$ cat src/hw/rtl/hsvrgb_pkg.sv
// Shared widths, codes and helper functions for the HSV to RGB565 level scaler.
package hsvrgb_pkg;

  localparam int HueW = 16;
  localparam int SvW = 9;
  localparam int PctW = 7;
  localparam int ChW = 8;
  localparam int Rgb565W = 16;

  localparam int HsvStages = 4;
  localparam int ScaleStages = 6;
  localparam int NumStages = HsvStages + ScaleStages;

  localparam logic [SvW-1:0] FullSv = SvW'(256);
  localparam logic [PctW-1:0] FullPct = PctW'(100);

  localparam logic [2:0] SecRedYel = 3'd0;
  localparam logic [2:0] SecYelGrn = 3'd1;
  localparam logic [2:0] SecGrnCyn = 3'd2;
  localparam logic [2:0] SecCynBlu = 3'd3;
  localparam logic [2:0] SecBluMag = 3'd4;

  function automatic logic [SvW-1:0] sv_clamp(input logic [SvW-1:0] x);
    return (x > FullSv) ? FullSv : x;
  endfunction

  function automatic logic [PctW-1:0] pct_clamp(input logic [PctW-1:0] x);
    return (x > FullPct) ? FullPct : x;
  endfunction

endpackage

$ cat src/hw/rtl/hsvrgb_convert.sv
// Four-stage HSV to RGB conversion by the six-sector method, packed to RGB565.
module hsvrgb_convert (
  input  logic                             clk_i,
  input  logic [hsvrgb_pkg::HsvStages-1:0] adv_i,
  input  logic [hsvrgb_pkg::HueW-1:0]      hue_frac_i,
  input  logic [hsvrgb_pkg::SvW-1:0]       sat_level_i,
  input  logic [hsvrgb_pkg::SvW-1:0]       val_level_i,
  output logic [hsvrgb_pkg::Rgb565W-1:0]   packed_color_o,
  output logic [4:0]                       red5_o,
  output logic [5:0]                       green6_o,
  output logic [4:0]                       blue5_o
);
  import hsvrgb_pkg::*;

  localparam logic [24:0] OneQ24 = 25'h100_0000;

  logic [18:0]    h6;
  logic [2:0]     sec1_q, sec2_q, sec3_q;
  logic [15:0]    f1_q;
  logic [SvW-1:0] s1_q, v1_q, v2_q;

  logic [16:0]    nf;
  logic [16:0]    vx;
  logic [24:0]    fs2_q, gs2_q;
  logic [16:0]    vp2_q;
  logic [7:0]     cv2_q, cv3_q;

  logic [24:0]    qa, ta;
  logic [23:0]    px;
  logic [32:0]    vq3_q, vt3_q;
  logic [7:0]     cp3_q;

  logic [40:0]    qx, tx;
  logic [7:0]     cq, ct, r, g, b;
  logic [Rgb565W-1:0] packed_q;
  logic [4:0]     red5_q, blue5_q;
  logic [5:0]     green6_q;

  assign h6 = 19'(hue_frac_i) * 19'd6;

  always_ff @(posedge clk_i) begin
    if (adv_i[0]) begin
      sec1_q <= h6[18:16];
      f1_q   <= h6[15:0];
      s1_q   <= sv_clamp(sat_level_i);
      v1_q   <= sv_clamp(val_level_i);
    end
  end

  assign nf = 17'h1_0000 - 17'(f1_q);
  assign vx = 17'(v1_q) * 17'd255;

  always_ff @(posedge clk_i) begin
    if (adv_i[1]) begin
      fs2_q  <= 25'(f1_q) * 25'(s1_q);
      gs2_q  <= 25'(nf) * 25'(s1_q);
      vp2_q  <= 17'(v1_q) * (17'(FullSv) - 17'(s1_q));
      cv2_q  <= vx[15:8];
      v2_q   <= v1_q;
      sec2_q <= sec1_q;
    end
  end

  assign qa = OneQ24 - fs2_q;
  assign ta = OneQ24 - gs2_q;
  assign px = 24'(vp2_q) * 24'd255;

  always_ff @(posedge clk_i) begin
    if (adv_i[2]) begin
      vq3_q  <= 33'(v2_q) * 33'(qa);
      vt3_q  <= 33'(v2_q) * 33'(ta);
      cp3_q  <= px[23:16];
      cv3_q  <= cv2_q;
      sec3_q <= sec2_q;
    end
  end

  assign qx = 41'(vq3_q) * 41'd255;
  assign tx = 41'(vt3_q) * 41'd255;
  assign cq = qx[39:32];
  assign ct = tx[39:32];

  always_comb begin
    unique case (sec3_q)
      SecRedYel: begin r = cv3_q; g = ct;    b = cp3_q; end
      SecYelGrn: begin r = cq;    g = cv3_q; b = cp3_q; end
      SecGrnCyn: begin r = cp3_q; g = cv3_q; b = ct;    end
      SecCynBlu: begin r = cp3_q; g = cq;    b = cv3_q; end
      SecBluMag: begin r = ct;    g = cp3_q; b = cv3_q; end
      default:   begin r = cv3_q; g = cp3_q; b = cq;    end
    endcase
  end

  always_ff @(posedge clk_i) begin
    if (adv_i[3]) begin
      packed_q <= {r[7:3], g[7:2], b[7:3]};
      red5_q   <= r[7:3];
      green6_q <= g[7:2];
      blue5_q  <= b[7:3];
    end
  end

  assign packed_color_o = packed_q;
  assign red5_o         = red5_q;
  assign green6_o       = green6_q;
  assign blue5_o        = blue5_q;

endmodule

$ cat config.mk
export PLATFORM = sky130hd
export DESIGN_NAME = hsvrgb_convert
export DESIGN_NICKNAME = d
export VERILOG_FILES = /design/src/hw/rtl/hsvrgb_pkg.sv /design/src/hw/rtl/hsvrgb_convert.sv
export SDC_FILE = /design/constraint.sdc
export NUM_CORES = 2
export LEC_CHECK = 0
export BUFFER_PORTS_ARGS = -buffer_cell sky130_fd_sc_hd__buf_2
export CAP_MARGIN = 15
export CORE_ASPECT_RATIO = 1.2
export CORE_MARGIN = 2
export CORE_UTILIZATION = 50
export CTS_BUF_LIST = sky130_fd_sc_hd__clkbuf_4
export DETAILED_ROUTE_END_ITERATION = 7
export GPL_TIMING_DRIVEN = 0
export PLACE_DENSITY = 0.67
export SYNTH_ARGS = -nofsm -noshare
export SYNTH_HDL_FRONTEND = slang
export SYNTH_SLANG_ARGS = --single-unit
$ cat constraint.sdc
create_clock -name clk_i -period 7 [get_ports clk_i]
set_clock_uncertainty 0.1 [all_clocks]
set_input_delay 1.4 -clock clk_i [delete_from_list [all_inputs] [get_ports clk_i]]
set_output_delay 1.4 -clock clk_i [all_outputs]
set_load 0.05 [all_outputs]
# Word-level counts from Yosys, hierarchy flattened
# Cells that the tools add are included.
# op_classes
add_sub_neg	4
n_mul	10
magnitude_cmp	2
eq_ne	4
n_mux	3
reduce_logical	5
# ops
op	count
33-bit by 8-bit multiplier with 40-bit output (second input constant)	2
8-bit one-hot mux with 3 select lines	3
9-bit by 25-bit multiplier with 33-bit output	2
25-bit subtractor (first input constant)	2
17-bit by 9-bit multiplier with 25-bit output	1
15-bit by 9-bit multiplier with 24-bit output	1
17-bit by 8-bit multiplier with 24-bit output (second input constant)	1
9-bit > comparator (second input constant)	2
16-bit by 2-bit multiplier with 18-bit output (second input constant)	1
10-bit by 10-bit multiplier with 17-bit output	1
17-bit by 16-bit subtractor with 17-bit output (first input constant)	1
9-bit by 8-bit multiplier with 16-bit output (second input constant)	1
9-bit by 9-bit subtractor with 10-bit output (first input constant)	1
2-bit OR reduction	4
3-bit by 2-bit == test with 1-bit output (second input constant)	2
3-bit by 1-bit == test with 1-bit output (second input constant)	1
3-bit == test (second input constant)	1
3-bit zero test	1
# totals
regBits	240
inputBits	39
output_inout_bits	32
word_cells	47

# Depth between registers and ports, before layout
# depth
word_depth	3
depth_mapped	29

# Worst setup path after synthesis
# No wires, ideal clock.
# synth_path
path_kind	register -> register
startpoint	register gs2_q[1] (netlist name)
endpoint	register vq3_q[32], data pin
setup_ns	0.260
arrival_time_ns	6.813
slack_ns	-0.173
path_stages_with_launch	29
cell_sequence	edfxtp_1 > buf_1 > inv_1 > ha_1 > nand2b_1 > nor4_1 > nand2_1 > or2_2 > clkbuf_1 > or3_1 > xor2_1 > nand2_1 > fa_1 > inv_1 > fa_1 > fa_1 > inv_1 > fa_1 > inv_1 > ha_1 > a21o_1 > a21oi_1 > o21ai_0 > a2111oi_2 > nor2_1 > a2111o_1 > a31o_1 > a21oi_2 > xnor2_1
# synth_rtl
item	line	text
end signal, assigned	hsvrgb_convert.sv:70	vq3_q <= 33'(v2_q) * 33'(qa);
end, declared	hsvrgb_convert.sv:30	logic [32:0] vq3_q, vt3_q;

# Worst setup path after layout
# layout_path
startpoint	register v2_q[4]
endpoint	register vq3_q[32], data pin
# layout_via
elab_chain_cells	1
# layout_rtl
item	line	text
start, declared	hsvrgb_convert.sv:20	logic [SvW-1:0] s1_q, v1_q, v2_q;
start signal, assigned	hsvrgb_convert.sv:59	v2_q <= v1_q;
9-bit by 25-bit multiplier with 33-bit output	hsvrgb_convert.sv:70	
# Every way passes these cells.
# A chain may end at the register's enable or synchronous reset.

==> metrics.txt <==
CP max FO=10; Crit path required time=around 7.5 ns; period utilisation layout=0.980; vias in the first global route=35400; FF-to-FF End=vq3_q[32]; post-synthesis sequential area ratio=0.134; worst hold start=sec2_q[1]; total negative slack=0 ns; status=finished, final reports clean; layout cells sized above 1=0.0671; Syn Nets=6347; H-tree depth=2; HPWL Detailed=approximately 90 mm; final instance area=51500 um2; initial antenna violation count=4; dpl cell area=between 40000 and 50000 um2; max-cap violation count=0; Max Fclk=approximately 150 MHz; largest net degree at the start of global routing=75; Global Route Usage Sum=0.230; Vert. Die Dim=342 um; hold buffers post-CTS=0; Netlist cell types=between 70 and 80; I/O pins=71; setup violators final=0; Clock Sinks=212; worst slew pin tran=between 1 and 1.5 ns; Clock Latency Late Sink=0.91 ns; Routed Antenna Nets=0; total iterations of the first detailed-routing run=7; HP Class=flip-flop to flip-flop; Post-synth EDFFs=212; Num CTS Buffers=60; post-synth top area cell=fa_1; vias per inst=5.14; crit path launch type=flip-flop; Post-synth ARST share=0; WL final=around 110 mm; Layout Cells excl Fill=about 6400; die area=97600 um2; Mapped Avg Cell Area=approximately 9.7 um2; clock slew at reported path FFs=0.07 ns; reg-to-reg startpoint=v2_q[4]; Initial Utilization=0.505; CTS tree=yes; Final Max Slew Viols=0; Syn Std Cell Area=47500 um2; Arr. time, crit path=7.36 ns; Placed Cells=6232; 1st-iter DRT viols=1547; Tmin final=6.86 ns; Cell Rows=~120; Mapped Cells=slightly below 5000; ys flop type=edfxtp_1; reg2reg path depth=19; GRT Residual Overflow=0; input/output buffers=70; final worst-path setup slack=0.139 ns; Synth Register Bits=~210; Fin. Hold Viols=0; Final nets=6516; Die X=roughly 290 um; first-pass GRT wire length=about 180 mm; RSZ-0062 raised after global routing=true; Routability Congestion=0.904; main area contributors after synthesis=fa_1 40%, edfxtp_1 13%, ha_1 12%, inv_1 9.9%, and2_1 5.4%; Rel. slew slack=0.255; Synth top area share=0.404; setup slack at placement=-1.47 ns; Reg2Reg Setup Slack=0.14 ns; CTS Root Cell=clkbuf_4; wire length per cell=16.9 um; vias post-DR=32784; Post-route DRC=0; worst hold stages=0; Longest Clk Path Bufs=3; CP Capture Type=flip-flop; Core Box Area=94000 um2; Yosys Warn Count=0; hold endpoint=sec3_q[1]; critical path type=flip-flop to flip-flop; Layout area overhead=8.44%
## placed cells by master (no fill, tap or decap), drive strengths merged, types with 12 or more instances in the layout
| cell | n |
|---|---|
| and2 | 409 |
| clkinv | 27 |
| a21oi | 107 |
| o21ai | 80 |
| xor2 | 55 |
| fa | 960 |
| a31oi | 15 |
| or3 | 19 |
| o211ai | 19 |
| nand2 | 439 |
| and3 | 32 |
| o21bai | 14 |
| nand3 | 32 |
| buf | 134 |
| ha | 438 |
| edfxtp | 212 |
| o21a | 29 |
| nand2b | 17 |
| nor2b | 47 |
| inv | 1258 |
| nor2 | 147 |
| nor4 | 15 |
| a21o | 66 |
| xnor2 | 148 |
| clkbuf | 181 |
| a211oi | 20 |
| nand4 | 12 |
| nor3 | 55 |
## flip-flops by register name (all words and copies together), names as in the netlist
signal          flops
vq3_q              32
vt3_q              31
gs2_q              24
fs2_q              23
vp2_q              17
packed_color_o     16
f1_q               15
s1_q                9
v1_q                9
v2_q                9
cp3_q               6
cv2_q               6
cv3_q               6
sec1_q              3
sec2_q              3
sec3_q              3
## final cells by class
| cell class | count | area [um2] |
|---|---|---|
| antenna | 5 | 12.5 |
| buffer | 123 | 542 |
| clock buffer | 79 | 593 |
| clock inverter | 31 | 219 |
| fill | 8355 | 42500 |
| inverter | 1258 | 4720 |
| multi-input combinational | 3310 | 36800 |
| sequential | 212 | 6370 |
| tap | 1250 | 1560 |
| timing repair buffer | 114 | 754 |
## stage by stage
step / hold WS, ns / util
after floorplan: 0.300 / -
after global placement: 0.307 / 0.526
after detailed placement: 0.317 / 0.527
after CTS: 0.350 / 0.541
after global routing: 0.349 / 0.548
final: 0.344 / 0.548
## Yosys cell counts (5+ instances only)
master	count
nand2_1	439
nor4_1	14
xnor2_1	148
nand4_1	12
and3_1	32
nand2b_1	17
mux2i_1	7
xor2_1	55
a221o_1	5
a211o_1	9
o2111ai_1	5
o31ai_1	9
o21bai_1	14
nor2_1	147
a211oi_1	20
fa_1	960
a2111oi_0	6
nor3_1	55
or4_1	6
nand3_1	32
o21a_1	29
o211ai_1	19
clkbuf_1	110
edfxtp_1	212
ha_1	438
nor2b_1	46
a21boi_0	11
o21ai_0	80
or3_1	19
o31a_1	5
and2_1	409
a21o_1	66
o22ai_1	5
buf_4	16
inv_1	1256
o311ai_0	6
a21oi_1	106
or2_2	11
a31oi_1	15
## worst max-delay path, cell delays in order, from the launching register on
cell and delay (ns):
edfxtp_1 0.35, clkbuf_1 0.64, clkbuf_1 0.73, and2_1 0.26, fa_1 0.46, fa_1 0.52
fa_1 0.50, inv_1 0.05, fa_1 0.49, inv_1 0.06, ha_2 0.31, a21o_1 0.22
a21oi_4 0.19, o221ai_2 0.17, a2111oi_4 0.45, nor2_4 0.12, a2111o_1 0.45, a31o_1 0.23
a21oi_2 0.14, xnor2_1 0.09
## logic make-up after synthesis
group           after synthesis  share of synthesized area
buf+inv                    1388                      0.111
xor+xnor                    203                     0.0374
fa+ha+maj                  1398                      0.520
compound gates              444                     0.0630
flops                       212                      0.134
mux                           8                    0.00171
simple gates               1257                      0.133
## routing by layer
metal / vias up / global-route usage / part of all wire
met2: 776 / 0.423 / 0.52
met4: 2 / 0.0714 / 0.031
met3: 197 / 0.0288 / 0.044
met5: - / 0 / 0.00016
met1: 16486 / 0.280 / 0.41
li1: 15323 / - / -
## how the worst max path moves through the flow
stage | endpoint | start | slack [ns]
after CTS | vt3_q[31] | gs2_q[11] | 0.007
final | vq3_q[32] | v2_q[4] | 0.14
after detailed placement | vq3_q[31] | gs2_q[1] | -1.47
after global placement | vq3_q[31] | gs2_q[1] | -1.36
after global routing | vq3_q[32] | gs2_q[1] | -0.07
after floorplan | vq3_q[32] | gs2_q[1] | 0.02
## what timing repair did
item	CTS	global route
gates resized for setup	71	76
setup endpoints to repair	41	23
pin swaps	10	18
buffers inserted	12	30
Power is left out: the tool's default activity adds up to more than one toggle a clock period on the data nets, which glitch-free logic cannot reach.
