**src/hw/rtl/hsvrgb_pkg.sv**
```systemverilog
// Shared widths, codes and helper functions for the HSV to RGB565 level scaler.
package hsvrgb_pkg;

  localparam int HueW = 16;
  localparam int SvW = 9;
  localparam int PctW = 7;
  localparam int ChW = 8;
  localparam int Rgb565W = 16;

  localparam int HsvStages = 4;
  localparam int ScaleStages = 6;
  localparam int NumStages = HsvStages + ScaleStages;

  localparam logic [SvW-1:0] FullSv = SvW'(256);
  localparam logic [PctW-1:0] FullPct = PctW'(100);

  localparam logic [2:0] SecRedYel = 3'd0;
  localparam logic [2:0] SecYelGrn = 3'd1;
  localparam logic [2:0] SecGrnCyn = 3'd2;
  localparam logic [2:0] SecCynBlu = 3'd3;
  localparam logic [2:0] SecBluMag = 3'd4;

  function automatic logic [SvW-1:0] sv_clamp(input logic [SvW-1:0] x);
    return (x > FullSv) ? FullSv : x;
  endfunction

  function automatic logic [PctW-1:0] pct_clamp(input logic [PctW-1:0] x);
    return (x > FullPct) ? FullPct : x;
  endfunction

endpackage

```
**src/hw/rtl/hsvrgb_scale.sv**
```systemverilog
// Six-stage expansion of the 5/6/5 channels to bytes, scaling by the level percent, and the brightness byte.
module hsvrgb_scale (
  input  logic                               clk_i,
  input  logic [hsvrgb_pkg::ScaleStages-1:0] adv_i,
  input  logic [4:0]                         red5_i,
  input  logic [5:0]                         green6_i,
  input  logic [4:0]                         blue5_i,
  input  logic [hsvrgb_pkg::PctW-1:0]        level_pct_i,
  output logic [hsvrgb_pkg::ChW-1:0]         red_out_o,
  output logic [hsvrgb_pkg::ChW-1:0]         green_out_o,
  output logic [hsvrgb_pkg::ChW-1:0]         blue_out_o,
  output logic [hsvrgb_pkg::ChW-1:0]         bright_byte_o
);
  import hsvrgb_pkg::*;

  localparam int NumCh = 3;
  localparam int NumLanes = NumCh + 1;
  localparam int GreenLane = 1;
  localparam int BrightLane = 3;
  localparam logic [13:0] Max5 = 14'd31;
  localparam logic [13:0] Max6 = 14'd63;
  localparam logic [14:0] Pct = 15'd100;

  logic [13:0]     x1_q [NumCh];
  logic [13:0]     x2_q [NumCh];
  logic [ChW-1:0]  est2_q [NumCh];
  logic [ChW-1:0]  e3_q [NumCh];
  logic [14:0]     y4_q [NumLanes];
  logic [14:0]     y5_q [NumLanes];
  logic [ChW-1:0]  est5_q [NumLanes];
  logic [ChW-1:0]  out6_q [NumLanes];
  logic [PctW-1:0] l1_q, l2_q, l3_q;

  logic [19:0]     ep [NumCh];
  logic [ChW-1:0]  est [NumCh];
  logic [13:0]     rem [NumCh];
  logic [13:0]     cmax [NumCh];
  logic [23:0]     yp [NumLanes];
  logic [14:0]     yrem [NumLanes];

  always_ff @(posedge clk_i) begin
    if (adv_i[0]) begin
      x1_q[0] <= 14'(red5_i) * 14'd255;
      x1_q[1] <= 14'(green6_i) * 14'd255;
      x1_q[2] <= 14'(blue5_i) * 14'd255;
      l1_q    <= level_pct_i;
    end
  end

  // Reciprocal estimates sit at most one below the true quotient.
  always_comb begin
    for (int i = 0; i < NumCh; i++) begin
      if (i == GreenLane) begin
        ep[i]  = 20'(x1_q[i]) * 20'd65;
        est[i] = ep[i][19:12];
      end else begin
        ep[i]  = 20'(x1_q[i]) * 20'd33;
        est[i] = ep[i][17:10];
      end
    end
  end

  always_ff @(posedge clk_i) begin
    if (adv_i[1]) begin
      for (int i = 0; i < NumCh; i++) begin
        x2_q[i]   <= x1_q[i];
        est2_q[i] <= est[i];
      end
      l2_q <= l1_q;
    end
  end

  always_comb begin
    for (int i = 0; i < NumCh; i++) begin
      cmax[i] = (i == GreenLane) ? Max6 : Max5;
      rem[i]  = x2_q[i] - 14'(est2_q[i]) * cmax[i];
    end
  end

  always_ff @(posedge clk_i) begin
    if (adv_i[2]) begin
      for (int i = 0; i < NumCh; i++) begin
        e3_q[i] <= est2_q[i] + ChW'(rem[i] >= cmax[i]);
      end
      l3_q <= l2_q;
    end
  end

  always_ff @(posedge clk_i) begin
    if (adv_i[3]) begin
      for (int i = 0; i < NumCh; i++) begin
        y4_q[i] <= 15'(e3_q[i]) * 15'(l3_q);
      end
      y4_q[BrightLane] <= 15'(l3_q) * 15'd255;
    end
  end

  always_comb begin
    for (int i = 0; i < NumLanes; i++) begin
      yp[i] = 24'(y4_q[i]) * 24'd655;
    end
  end

  always_ff @(posedge clk_i) begin
    if (adv_i[4]) begin
      for (int i = 0; i < NumLanes; i++) begin
        y5_q[i]   <= y4_q[i];
        est5_q[i] <= yp[i][23:16];
      end
    end
  end

  always_comb begin
    for (int i = 0; i < NumLanes; i++) begin
      yrem[i] = y5_q[i] - 15'(est5_q[i]) * Pct;
    end
  end

  always_ff @(posedge clk_i) begin
    if (adv_i[5]) begin
      for (int i = 0; i < NumLanes; i++) begin
        out6_q[i] <= est5_q[i] + ChW'(yrem[i] >= Pct);
      end
    end
  end

  assign red_out_o     = out6_q[0];
  assign green_out_o   = out6_q[GreenLane];
  assign blue_out_o    = out6_q[2];
  assign bright_byte_o = out6_q[BrightLane];

endmodule

```
**config.mk**
```make
export PLATFORM = sky130hd
export DESIGN_NAME = hsvrgb_scale
export DESIGN_NICKNAME = d
export VERILOG_FILES = /design/src/hw/rtl/hsvrgb_pkg.sv /design/src/hw/rtl/hsvrgb_scale.sv
export SDC_FILE = /design/constraint.sdc
export NUM_CORES = 2
export LEC_CHECK = 0
export BUFFER_PORTS_ARGS = -buffer_cell sky130_fd_sc_hd__buf_2
export CORE_MARGIN = 3
export CORE_UTILIZATION = 60
export CTS_CLUSTER_SIZE = 30
export DETAILED_ROUTE_END_ITERATION = 7
export PLACE_DENSITY_LB_ADDON = 0.12
export SYNTH_ARGS = -nofsm -noshare
export SYNTH_HDL_FRONTEND = slang
export SYNTH_SLANG_ARGS = --single-unit
```
**constraint.sdc**
```tcl
create_clock -name clk_i -period 6.88 [get_ports clk_i]
set_input_delay 1.72 -clock clk_i [delete_from_list [all_inputs] [get_ports clk_i]]
set_output_delay 1.72 -clock clk_i [all_outputs]
set_load 0.005 [all_outputs]
```
### Yosys cells after proc, flatten, opt, wreduce, memory -nomap -nowiden

Memory sizes are Yosys's and may differ from the RTL's.
Cells that the tools add are included.

| word-level totals | value |
|---|---|
| bits in registers | 21 |
| RAM bits | 316 |
| output and inout port bits | 32 |
| word-level logic and storage cells | 65 |
| memories | 8 |

Memories:

| memory | depth | bits a word | rd ports | clocked after memory_dff | wr ports | RTL line | RTL |
|---|---|---|---|---|---|---|---|
| y4_q | 4 | 15 | 4 | 0 | 4 | hsvrgb_scale.sv:28 | `logic [14:0] y4_q [NumLanes];` |
| y5_q | 4 | 15 | 4 | 0 | 4 | hsvrgb_scale.sv:29 | `logic [14:0] y5_q [NumLanes];` |
| x1_q | 3 | 14 | 3 | 0 | 3 | hsvrgb_scale.sv:24 | `logic [13:0] x1_q [NumCh];` |
| x2_q | 3 | 14 | 3 | 0 | 3 | hsvrgb_scale.sv:25 | `logic [13:0] x2_q [NumCh];` |
| est5_q | 4 | 8 | 4 | 0 | 4 | hsvrgb_scale.sv:30 | `logic [ChW-1:0] est5_q [NumLanes];` |
| out6_q | 4 | 8 | 4 | 0 | 4 | hsvrgb_scale.sv:31 | `logic [ChW-1:0] out6_q [NumLanes];` |
| 2 more memories | - | - | - | - | - | - |  |

| cells by class | value |
|---|---|
| add/subtract/negate cells | 14 |
| $mul | 21 |
| magnitude comparators | 7 |
| multiplexer cells | 12 |

Operators with widths:

| kind | count |
|---|---|
| $mul A15 B10 Y24 const B | 4 |
| $mul A8 B5 Y13 const B | 6 |
| $ge A15 B7 Y1 const B | 4 |
| $sub A15 B15 Y15 | 4 |
| $add A8 B1 Y8 | 7 |
| $mul A8 B7 Y15 | 3 |
| $mul A14 B6 Y18 const B | 2 |
| $ge A14 B5 Y1 const B | 2 |
| $sub A14 B13 Y14 | 2 |
| $mul A5 B8 Y13 const B | 2 |
| $mul A14 B7 Y20 const B | 1 |
| $mul A7 B8 Y15 const B | 1 |
| $ge A14 B6 Y1 const B | 1 |
| $mul A6 B8 Y14 const B | 1 |
| $mul A8 B6 Y14 const B | 1 |
| $sub A14 B14 Y14 | 1 |
| $mux W1 | 12 |

### Depth between registers and ports, before layout

An unclocked memory read counts as a cell.

| depth | value |
|---|---|
| word-level depth | 5 |
| gate-level depth with buffers | 25 |
| gate-level depth less buffers | 25 |

### Least setup slack after synthesis

Ideal clock, no wire load.

| timing path | value |
|---|---|
| kind | in2reg |
| from | input blue5_i[2] |
| to | memory x1_q[2][12], in the netlist x1_q[0][40], data pin |
| data arrival time | 4.970 ns |
| required time | 6.620 ns |
| setup slack | 1.651 ns |
| stages | 14 |
| cell sequence | fa_1 > inv_1 > fa_1 > fa_1 > inv_1 > ha_1 > a21o_1 > a21oi_1 > o21bai_1 > a21oi_1 > o21ai_0 > a21o_1 > a21oi_1 > xnor2_1 |

RTL lines:

| item | RTL line | RTL |
|---|---|---|
| start: declaration | hsvrgb_scale.sv:7 | `input logic [4:0] blue5_i,` |
| end: declaration | hsvrgb_scale.sv:24 |  |

==> impl_metrics.ini <==
[clock_network]
cts_max_path_buffers = 3
path_clk_slew_ns = 0.05
h-tree-depth = 2
cts_resized = 0
cts_buffer_count = 42
cts.root.buffer_cell = sky130_fd_sc_hd__clkbuf_16
postCtsSetupRepairBufs = 0
tritoncts = built
cts_hold_buf = 0
cts_num_sinks = 325
clk-insertion-delay-late_ns = 0.57

[timing]
final_period_util = 0.809
finalSetupViolations = 0
period_minus_slack_ns = 5.56
timing.final.hold_violations = 0
slew_headroom = 0.312
final-max-slew-violation-count = 0
final.setup.tns_ns = 0
rsz_0062_raised_after_global_routing = no
timing_worst_slew_pin_value_ns = 1.03
highest_clock_rate_ghz = 0.180
fin_skew_ns = 0.0149

[floorplan]
coreArea_um2 = 66100
fp.dieArea_um2 = 70300
core.rowCount = 94
die_height_um = 265
floorplan.initialDensity = 0.610
boundaryPins = 62
floorplan.die.width_um = 265

[drt]
drtPass1Iterations = 5
drt-total-wl_um = 68000
drtIter0Drc = 1015
dr_total_vias = 25200
routed_length_per_instance_um = 14.5
avgViaCountPerCell = 5.37
post-route-drc-count = 0
antenna_left = 0

[logic_synthesis]
synth.cell_area_um2 = 40300
synth_edf_count = 325
post_synthesis_register_bit_count = 325
seq_area_frac_synth = 0.242
synth_top_flop_cell = sky130_fd_sc_hd__edfxtp_1
yosys-top-cells-area = sky130_fd_sc_hd__ha_1 28%, sky130_fd_sc_hd__edfxtp_1 24%, sky130_fd_sc_hd__fa_1 20%, sky130_fd_sc_hd__inv_1 6.2%, sky130_fd_sc_hd__xnor2_1 4.2%
yosys-top-cells-count = 895 x sky130_fd_sc_hd__ha_1, 667 x sky130_fd_sc_hd__inv_1, 406 x sky130_fd_sc_hd__fa_1
synthesis.nets = 5024
syn_avg_cell_area_um2 = 10.9
yosysMostFrequentCell = sky130_fd_sc_hd__ha_1
synth_largest_type_area_fraction = 0.278
ys.warnings.count = 0
synthDistinctLibCells = 63
asyncSetResetFlopFracSynth = 0
syn_inst = 3693
synth_largest_area_cell = sky130_fd_sc_hd__ha_1

[setup_path]
startpoint_type = register
critical_path_arrival_ns = 5.85
cp_cell_sequence = inv_1, fa_1, inv_1, fa_1, fa_1, fa_1, inv_1, ha_1, nand3_1, o2111ai_2, a21o_1, a21o_1, or3_1, a2111oi_2, nand4_1, ha_1, nand4_1, xnor2_1
slowest_stage = sky130_fd_sc_hd__fa_1
timing.critical_path.slowest_cell_delay_ns = 0.56
crit_type = register to register
worstPathMaxFanout = 8
worstSetupEndpointType = register
critical_path_required_ns = 7.17
timing.critical_path.mode_cell = sky130_fd_sc_hd__fa_1

[place]
port-buffer-count = 61
dp_hpwl_um = 56300
gp_routability_congestion = 0.813

[run]
cap_viol_max_count = 0

[global_route]
number_of_antenna_violations_at_the_first_check_in_global_routing = 0
grt_first_pass_wirelength_um = 122000
largest_net_degree_at_the_start_of_global_routing = 72
overflow = 0
grt_pass1_vias = 26100
groute.usage.overall = 0.206

[layout]
multi_input_area_um2 = 28000
drive_above_1_share = 0.0410
nFillCells = 5200
num-nets-final = 5124
antennaDiodeCount = 0
area_delta_synth_final_pct = 7.07
area.sequential_um2 = 9760

[min_path]
hp-class = register to register

[status]
run_status = finished clean
## sequential cells by signal, indices dropped and copies added (netlist names)
name    flops
e3_q       24
x1_q       40
l1_q        7
x2_q       40
est2_q     24
y4_q       60
l2_q        7
est5_q     32
y5_q       52
l3_q        7
out6_q     32
## layout make-up
type,instances,share of cell area
tap,864,0.0251
timing repair buffer,73,0.00922
multi-input combinational,2684,0.648
clock inverter,26,0.00769
clock buffer,50,0.0256
sequential,325,0.226
inverter,667,0.0580
## logic make-up after synthesis
family | Yosys count | share of synthesized area
buf+inv | 684 | 0.0638
fa+ha+maj | 1301 | 0.480
xor+xnor | 269 | 0.0585
flops | 325 | 0.242
mux | 16 | 0.00407
compound gates | 482 | 0.0765
simple gates | 616 | 0.0753
## cell usage in the layout, fill, tap and decap left out, drive strengths merged, types with 10 or more instances in the layout
master	synthesis	final
and3	10	10
nand2	169	169
and2	91	91
nor2b	29	29
clkinv	0	13
mux2i	13	13
o2111ai	10	10
o21ai	96	96
o21a	28	28
edfxtp	325	325
o211ai	18	18
xor2	74	74
a211oi	18	18
nor3	58	58
nand3	51	51
a21o	51	51
ha	895	895
buf	0	73
nand2b	23	23
fa	406	406
a21oi	151	151
nand4	16	16
xnor2	195	195
o21bai	22	22
or3	16	16
inv	667	670
a31oi	13	13
nor2	118	118
clkbuf	17	50
## through the flow
stage	worst slack, ns	util	hold slack (ns)	instances	instance area, um^2
finish	1.32	0.653	0.417	4689	43100
global route	1.02	0.653	0.428	4689	43100
detailed placement	1.25	0.631	0.405	4613	41700
CTS	1.31	0.653	0.418	4689	43100
floorplan	1.65	-	0.400	3693	40300
global placement	1.35	0.631	0.404	4613	41700
## worst max-delay path, delay by kind of cell (launching register included)
kind            cells  cell delay (ns)
fa+ha+maj           6             2.72
compound gates      4             0.90
simple gates        4             0.82
flops               1             0.53
buf+inv             3             0.27
xor+xnor            1             0.07
## routing by layer
metal / up-vias / share of wire / GRT usage / routed length (um)
met5: - / 0 / 0 / 0
met4: 0 / 0.019 / 0.0438 / 1300
met3: 87 / 0.024 / 0.0214 / 1660
met2: 250 / 0.47 / 0.355 / 32200
met1: 12100 / 0.48 / 0.286 / 32800
li1: 12700 / - / - / -
## worst paths after layout
| path | from | slack [ns] | depth (start not counted) | to |
|---|---|---|---|---|
| max | est2_q[0][8] | 1.32 | 18 | e3_q[0][14] |
| min | l1_q[4] | 0.42 | 0 | l2_q[4] |
| max reg2reg | est2_q[0][8] | 1.32 | 18 | e3_q[0][14] |
| min reg2reg | l1_q[4] | 0.42 | 0 | l2_q[4] |
Power is left out: the tool's default activity adds up to more than one toggle a clock period on the data nets, which glitch-free logic cannot reach.
